$ cat config.mk
export PLATFORM = sky130hd
export DESIGN_NAME = faca_front
export DESIGN_NICKNAME = d
export VERILOG_FILES = /design/src/rtl/flow_average_calibrate_alarm_core_defines.svh /design/src/rtl/faca_pkg.sv /design/src/rtl/faca_front.sv
export SDC_FILE = /design/constraint.sdc
export NUM_CORES = 1
export LEC_CHECK = 0
export BUFFER_PORTS_ARGS = -buffer_cell sky130_fd_sc_hd__buf_4
export CAP_MARGIN = 25
export CORE_UTILIZATION = 40
export CTS_CLUSTER_DIAMETER = 120
export CTS_CLUSTER_SIZE = 20
export DETAILED_ROUTE_END_ITERATION = 12
export MAX_ROUTING_LAYER = met4
export PLACE_DENSITY_LB_ADDON = 0.12
export SYNTH_ARGS = -nofsm -noshare
export SYNTH_HDL_FRONTEND = slang
export SYNTH_SLANG_ARGS = --single-unit
$ cat constraint.sdc
create_clock -name clk_i -period 1.9 [get_ports clk_i]
set_input_delay 0 -clock clk_i [delete_from_list [all_inputs] [get_ports clk_i]]
set_output_delay 0 -clock clk_i [all_outputs]
set_load 0.005 [all_outputs]
$ cat src/rtl/flow_average_calibrate_alarm_core_defines.svh
// Assertion macros shared by the flow core.
// Each macro expects clk_i and rst_ni to be visible where it is used.
`ifndef FLOW_AVERAGE_CALIBRATE_ALARM_CORE_DEFINES_SVH
`define FLOW_AVERAGE_CALIBRATE_ALARM_CORE_DEFINES_SVH

// Same-cycle implication.
`define FACA_ASSERT_NOW(lbl, ante, cons, msg) \
  lbl: assert property (@(posedge clk_i) disable iff (!rst_ni) (ante) |-> (cons)) \
    else $error(msg);

// Next-cycle implication.
`define FACA_ASSERT_NEXT(lbl, ante, cons, msg) \
  lbl: assert property (@(posedge clk_i) disable iff (!rst_ni) (ante) |=> (cons)) \
    else $error(msg);

`endif

$ cat src/rtl/faca_pkg.sv
`default_nettype none

package faca_pkg;

  localparam int WINDOW_LEN_DEF = 10;

  localparam int CFG_IDX_W = 2;

  localparam logic [15:0] RAW_FAULT_CODE = 16'd256;
  localparam logic [7:0]  RUN_MAX        = 8'd255;

  localparam logic [31:0] COEF_SQUARE_RST = 32'd0;
  localparam logic [31:0] COEF_LINEAR_RST = 32'd65536;
  localparam logic [31:0] COEF_OFFSET_RST = 32'd0;
  localparam logic [7:0]  FAIL_LIMIT_RST  = 8'd40;

  typedef enum logic [CFG_IDX_W-1:0] {
    CFG_COEF_SQUARE = 2'd0,
    CFG_COEF_LINEAR = 2'd1,
    CFG_COEF_OFFSET = 2'd2,
    CFG_FAIL_LIMIT  = 2'd3
  } cfg_reg_e;

  // Calibration and alarm settings as seen by the back end.
  typedef struct packed {
    logic [31:0] coef_square;
    logic [31:0] coef_linear;
    logic [31:0] coef_offset;
    logic [7:0]  fail_limit;
  } coef_t;

  // A classified reading waiting in the queue.
  typedef struct packed {
    logic        good;
    logic [15:0] raw;
  } item_t;

  typedef enum logic [2:0] {
    BK_IDLE,
    BK_READ,
    BK_ACC,
    BK_DIV,
    BK_MUL1,
    BK_MUL2,
    BK_FIN
  } back_state_e;

endpackage

`default_nettype wire

$ cat src/rtl/faca_front.sv
`default_nettype none

// Takes readings, marks them good or bad and holds them in a two-entry queue.
module faca_front (
  input  wire logic            clk_i,
  input  wire logic            rst_ni,
  input  wire logic            in_valid_i,
  output logic                 in_stall_o,
  input  wire logic            crc_ok_i,
  input  wire logic [15:0]     raw_flow_i,
  output logic                 q_valid_o,
  output faca_pkg::item_t      q_item_o,
  input  wire logic            q_pop_i
);

  faca_pkg::item_t buf_q [2];
  faca_pkg::item_t new_item;
  logic            wr_ptr_q, wr_ptr_d;
  logic            rd_ptr_q, rd_ptr_d;
  logic [1:0]      cnt_q, cnt_d;
  logic            push;

  assign new_item.good = crc_ok_i && (raw_flow_i != faca_pkg::RAW_FAULT_CODE);
  assign new_item.raw  = raw_flow_i;

  assign in_stall_o = (cnt_q == 2'd2);
  assign push       = in_valid_i && !in_stall_o;
  assign q_valid_o  = (cnt_q != 2'd0);
  assign q_item_o   = buf_q[rd_ptr_q];

  always_comb begin
    wr_ptr_d = push    ? !wr_ptr_q : wr_ptr_q;
    rd_ptr_d = q_pop_i ? !rd_ptr_q : rd_ptr_q;
    cnt_d    = cnt_q + 2'(push) - 2'(q_pop_i);
  end

  always_ff @(posedge clk_i or negedge rst_ni) begin
    if (!rst_ni) begin
      wr_ptr_q <= 1'b0;
      rd_ptr_q <= 1'b0;
      cnt_q    <= 2'd0;
    end else begin
      wr_ptr_q <= wr_ptr_d;
      rd_ptr_q <= rd_ptr_d;
      cnt_q    <= cnt_d;
    end
  end

  always_ff @(posedge clk_i) begin
    if (push) begin
      buf_q[wr_ptr_q] <= new_item;
    end
  end

endmodule

`default_nettype wire

# == Word-level counts from Yosys, hierarchy flattened ==
# Memory sizes are Yosys's and may differ from the RTL's.
# Cells that the tools add are included.
# word_totals
register_bits,4
output_inout_bits,19
mem_count,1
elab_cells,16
ramBits,34
input_bits,21
# memory_table
name,depth,word_bits,read_ports,rd_clocked_by_memory_dff,write_ports,line,source
buf_q,2,17,1,0,1,faca_front.sv:16,faca_pkg::item_t buf_q [2];
# classes
addsub,2
n_mux,2
n_reduce_logical,6
n_eq_ne,2
# op_table
cell,n
$ne A16 B9 Y1 const B,1
$logic_not A1 Y1,3
$add A2 B1 Y2,1
$eq A2 B2 Y1 const B,1
$logic_and A1 B1 Y1,2
$mux W1,2
$reduce_bool A2 Y1,1
$sub A2 B1 Y2,1

# == Depth between registers and ports, before layout ==
# logic_depth
depth_word,5
mapped_depth,7
mapped_depth_nobuf,7

# == Worst setup path before layout ==
# OpenSTA, ideal clock, no wires.
# synth_path
path_kind,register to register
from,register cnt_q[1]
to,memory buf_q[0][0] (netlist name) (enable)
arrival_time_ns,1.324
synth_period_minus_slack_ns,1.714
t_required_ns,1.510
path_slack_ns,0.186
n_path_buf,0
stages_incl_launch_ff,4
setup_ns,0.390
path_cell_list,dfrtp_1 > nand2b_1 > nand2_1 > nor2_1
# synth_between
elab_chain_len,5
# synth_rtl
item,line,source
"start, declared",faca_front.sv:20,"logic [1:0] cnt_q, cnt_d;"
"start signal, assigned",faca_front.sv:45,cnt_q <= cnt_d;
$eq A2 B2 Y1,faca_front.sv:26,assign in_stall_o = (cnt_q == 2'd2);
$logic_not A1 Y1,faca_front.sv:27,assign push = in_valid_i && !in_stall_o;
$logic_and A1 B1 Y1,faca_front.sv:27,
$mux W1,faca_front.sv:50,if (push) begin
$mux W1 (implied by the code),faca_front.sv:51,buf_q[wr_ptr_q] <= new_item;
"end, declared",faca_front.sv:16,
# Every way passes these cells.

==> reports/metrics.csv <==
stage,metric,value,unit
status,outcome,completed,
layout,diodes,0,
route,drtAntennaViolNets,0,
sta,grt_setup_unrepaired,false,
sta,layout_min_cycle_time,1.537,ns
route,dr_total_vias,882,
logic_synthesis,syn_area,0.001511,mm^2
logic_synthesis,synth_top_area_cell,edfxtp_1,
sta,maxSlewHeadroom,78.02,%
route,drcViolationCount,0,
setup_path,slowest_delay,0.50,ns
place,portBuffers,39,
sta,hold_viol_final,0,
logic_synthesis,ys_types,18,
logic_synthesis,synth_common_cells,"edfxtp_1, mux2_4, mux2_2, dfrtp_1",
clocking,cts_buffers,5,
job,drv_cap,0,
layout,area_growth,41.39,%
setup_path,critPathRequiredTime,1.90,ns
clocking,clock_latency,0.29,ns
logic_synthesis,synth-seq-cells,38,
route,first_iter_violations,28,
power,power_switching,0.7382,mW
power,vdd_drop_max,0.7158,mV
clocking,cts.sinks,38,
global_route,grt_start_max_net_pins,14,
setup_path,path_class,reg -> out,
logic_synthesis,yosys-top-cells-area,"edfxtp_1, mux2_4, dfrtp_1, mux2_2, xnor2_1",
die,die_w,63.47,um
sta,finalSetupTns,0,ns
die,initial_core_util,43.58,%
setup_path,setup.worst_path.start_class,register,
setup_path,path_max_fanout,9,
route,drt-vias-per-instance,4.618,
global_route,track_usage,15.66,%
sta,fmax,650.6,MHz
logic_synthesis,yosysMostFrequentCell,edfxtp_1,
clocking,path_clk_slew,0.07,ns
power,p_clk_share,19.1,%
power,power.density,1289,mW/mm^2
power,intPower,2.017,mW
die,core_area,0.003468,mm^2
sta,post-route-period-util,80.89,%
power,p_sw_share,26.79,%
clocking,cts-root-buf,clkbuf_8,
die,io_pins,40,
die,die_h,63.47,um
place,pre_cts_ws,0.4018,ns
route,drt_first_pass_iters,4,
clocking,cts_tree,done,
layout,fin_area,0.002137,mm^2
clocking,clk_path_buf_depth,2,
logic_synthesis,syn_nets,99,
setup_path,slowest_stage,dfrtp_1,
route,wl,2.656,mm
logic_synthesis,synth_top_cell_area_share,67.55,%
logic_synthesis,avgSynthCellArea,19.89,um^2
power,pwr-share-seq,44.9,%
global_route,grt-ovfl-total,0,
sta,holdWs,0.04077,ns
power,leakage,0.8661,nW
place,placed_area,0.001876,mm^2
logic_synthesis,synth-edff-count,34,
route,avgRoutedWirePerCell,13.91,um
logic_synthesis,synthCells,76,
layout,nets,167,
logic_synthesis,synth_seq_area_share,74.17,%
setup_path,end_kind,primary output,
sta,setup_viol,0,
sta,maxSlewViolCount,0,
clocking,h-tree-depth,2,
die,row_count,21,
sta,worst_slew_pin_slew,0.3251,ns
worst_hold_path,hold_class,in -> async,
setup_path,crit_arrival,1.54,ns
global_route,grt_pass1_vias,930,
global_route,antenna_found_initial,0,
setup_path,crit_path_frequent_cell,buf_4,
clocking,cts_setup_buffers,0,
power,p_comb_share,36.0,%
logic_synthesis,ys.flop_type,edfxtp_1,
logic_synthesis,synthArstFlopShare,10.53,%
sta,clock-skew-final,0.005156,ns
setup_path,crit_chain,"buf_4, mux2_2, buf_4",
layout,drive_gt1_share,47.59,%
place,routabilityCongestion,0.6695,
global_route,grt_pass1_wl,4.374,mm
die,die_area,0.004028,mm^2
logic_synthesis,yosysWarnings,0,
sta,fin_ws,0.3630,ns
==> stage by stage <==
step	utilization, %	std cells	total power [mW]
after floorplan	-	76	1.819
after global placement	54.08	165	2.220
after detailed placement	54.08	165	2.241
after CTS	61.62	191	2.793
after global routing	61.62	191	2.918
final	61.62	191	2.755
==> worst max-delay path, delay by kind of cell (launching register included) <==
kind     cells  cell delay, ns
buf+inv      2            0.40
flops        1            0.50
mux          1            0.36
==> metal layers <==
layer,vias up,GRT usage (%),share of wire [%]
met5,-,-,0
met4,0,8.807,2.7
met3,6,5.978,5.6
met2,31,22.61,46
met1,420,18.68,46
li1,425,-,-
==> power by group through the flow <==
stage / clock [mW] / sequential (mW) / combinational (mW)
6_report: 0.525 / 1.24 / 0.993
5_1_grt: 0.576 / 1.26 / 1.08
4_1_cts: 0.536 / 1.24 / 1.01
3_5_place_dp: 0 / 1.26 / 0.982
3_3_place_gp: 0 / 1.25 / 0.972
2_1_floorplan: 0 / 1.22 / 0.600
==> state kept, by name, indices dropped and copies added (netlist names) <==
name / flops
rd_ptr_q: 1
cnt_q: 2
buf_q: 34
wr_ptr_q: 1
==> path summary, 6_finish.rpt <==
check	startpoint	slack, ns	cells after the start	to
max	rd_ptr_q$_DFFE_PN0P_	0.36	3	q_item_o[10]
min	rst_ni	0.04	2	wr_ptr_q$_DFFE_PN0P_
max reg2reg	cnt_q[1]$_DFF_PN0_	0.39	7	cnt_q[1]$_DFF_PN0_
min reg2reg	cnt_q[1]$_DFF_PN0_	0.49	1	cnt_q[1]$_DFF_PN0_
max in group asynchronous	rst_ni	1.75	2	cnt_q[0]$_DFF_PN0_
min in group clk_i	in_valid_i	0.04	3	wr_ptr_q$_DFFE_PN0P_
==> cell usage in the layout (no fill, tap or decap) <==
| cell type | count |
|---|---|
| nand2_1 | 1 |
| nor4b_1 | 1 |
| edfxtp_1 | 34 |
| buf_4 | 45 |
| mux2_4 | 9 |
| xor2_1 | 1 |
| clkinv_2 | 1 |
| dlygate4sd3_1 | 18 |
| nor4_1 | 3 |
| inv_1 | 3 |
| dfrtp_1 | 4 |
| mux2_2 | 8 |
| clkinv_1 | 1 |
| ha_1 | 2 |
| clkbuf_8 | 5 |
| nand2b_1 | 1 |
| or2_2 | 1 |
| and3_1 | 1 |
| clkbuf_1 | 1 |
| xnor2_1 | 3 |
| a41oi_1 | 1 |
| nor2_1 | 1 |
==> timing repair <==
| action | 4_1_cts | 5_1_grt |
|---|---|---|
| resized for setup | 0 | 0 |
| hold endpoints to repair | 37 | 0 |
| hold buffers | 18 | 0 |
==> cells by family after synthesis <==
kind of cell | count (synthesis) | share of synthesized area [%]
buffers and inverters | 5 | 2.815
multiplexers | 17 | 14.90
flip-flops | 38 | 74.17
adder cells (fa/ha/maj) | 2 | 1.655
AND/OR/NAND/NOR | 9 | 3.560
AO/OA/AOI/OAI | 1 | 0.5796
XOR/XNOR | 4 | 2.318
==> layout make-up <==
class	count	area, um^2
sequential	38	1121
clock buffer	6	72.57
timing repair buffer	63	518.0
fill	292	1331
clock inverter	2	8.758
inverter	3	11.26
multi-input combinational	33	347.8
tap	46	57.56
No activity file was read; power rests on OpenSTA's default activity.
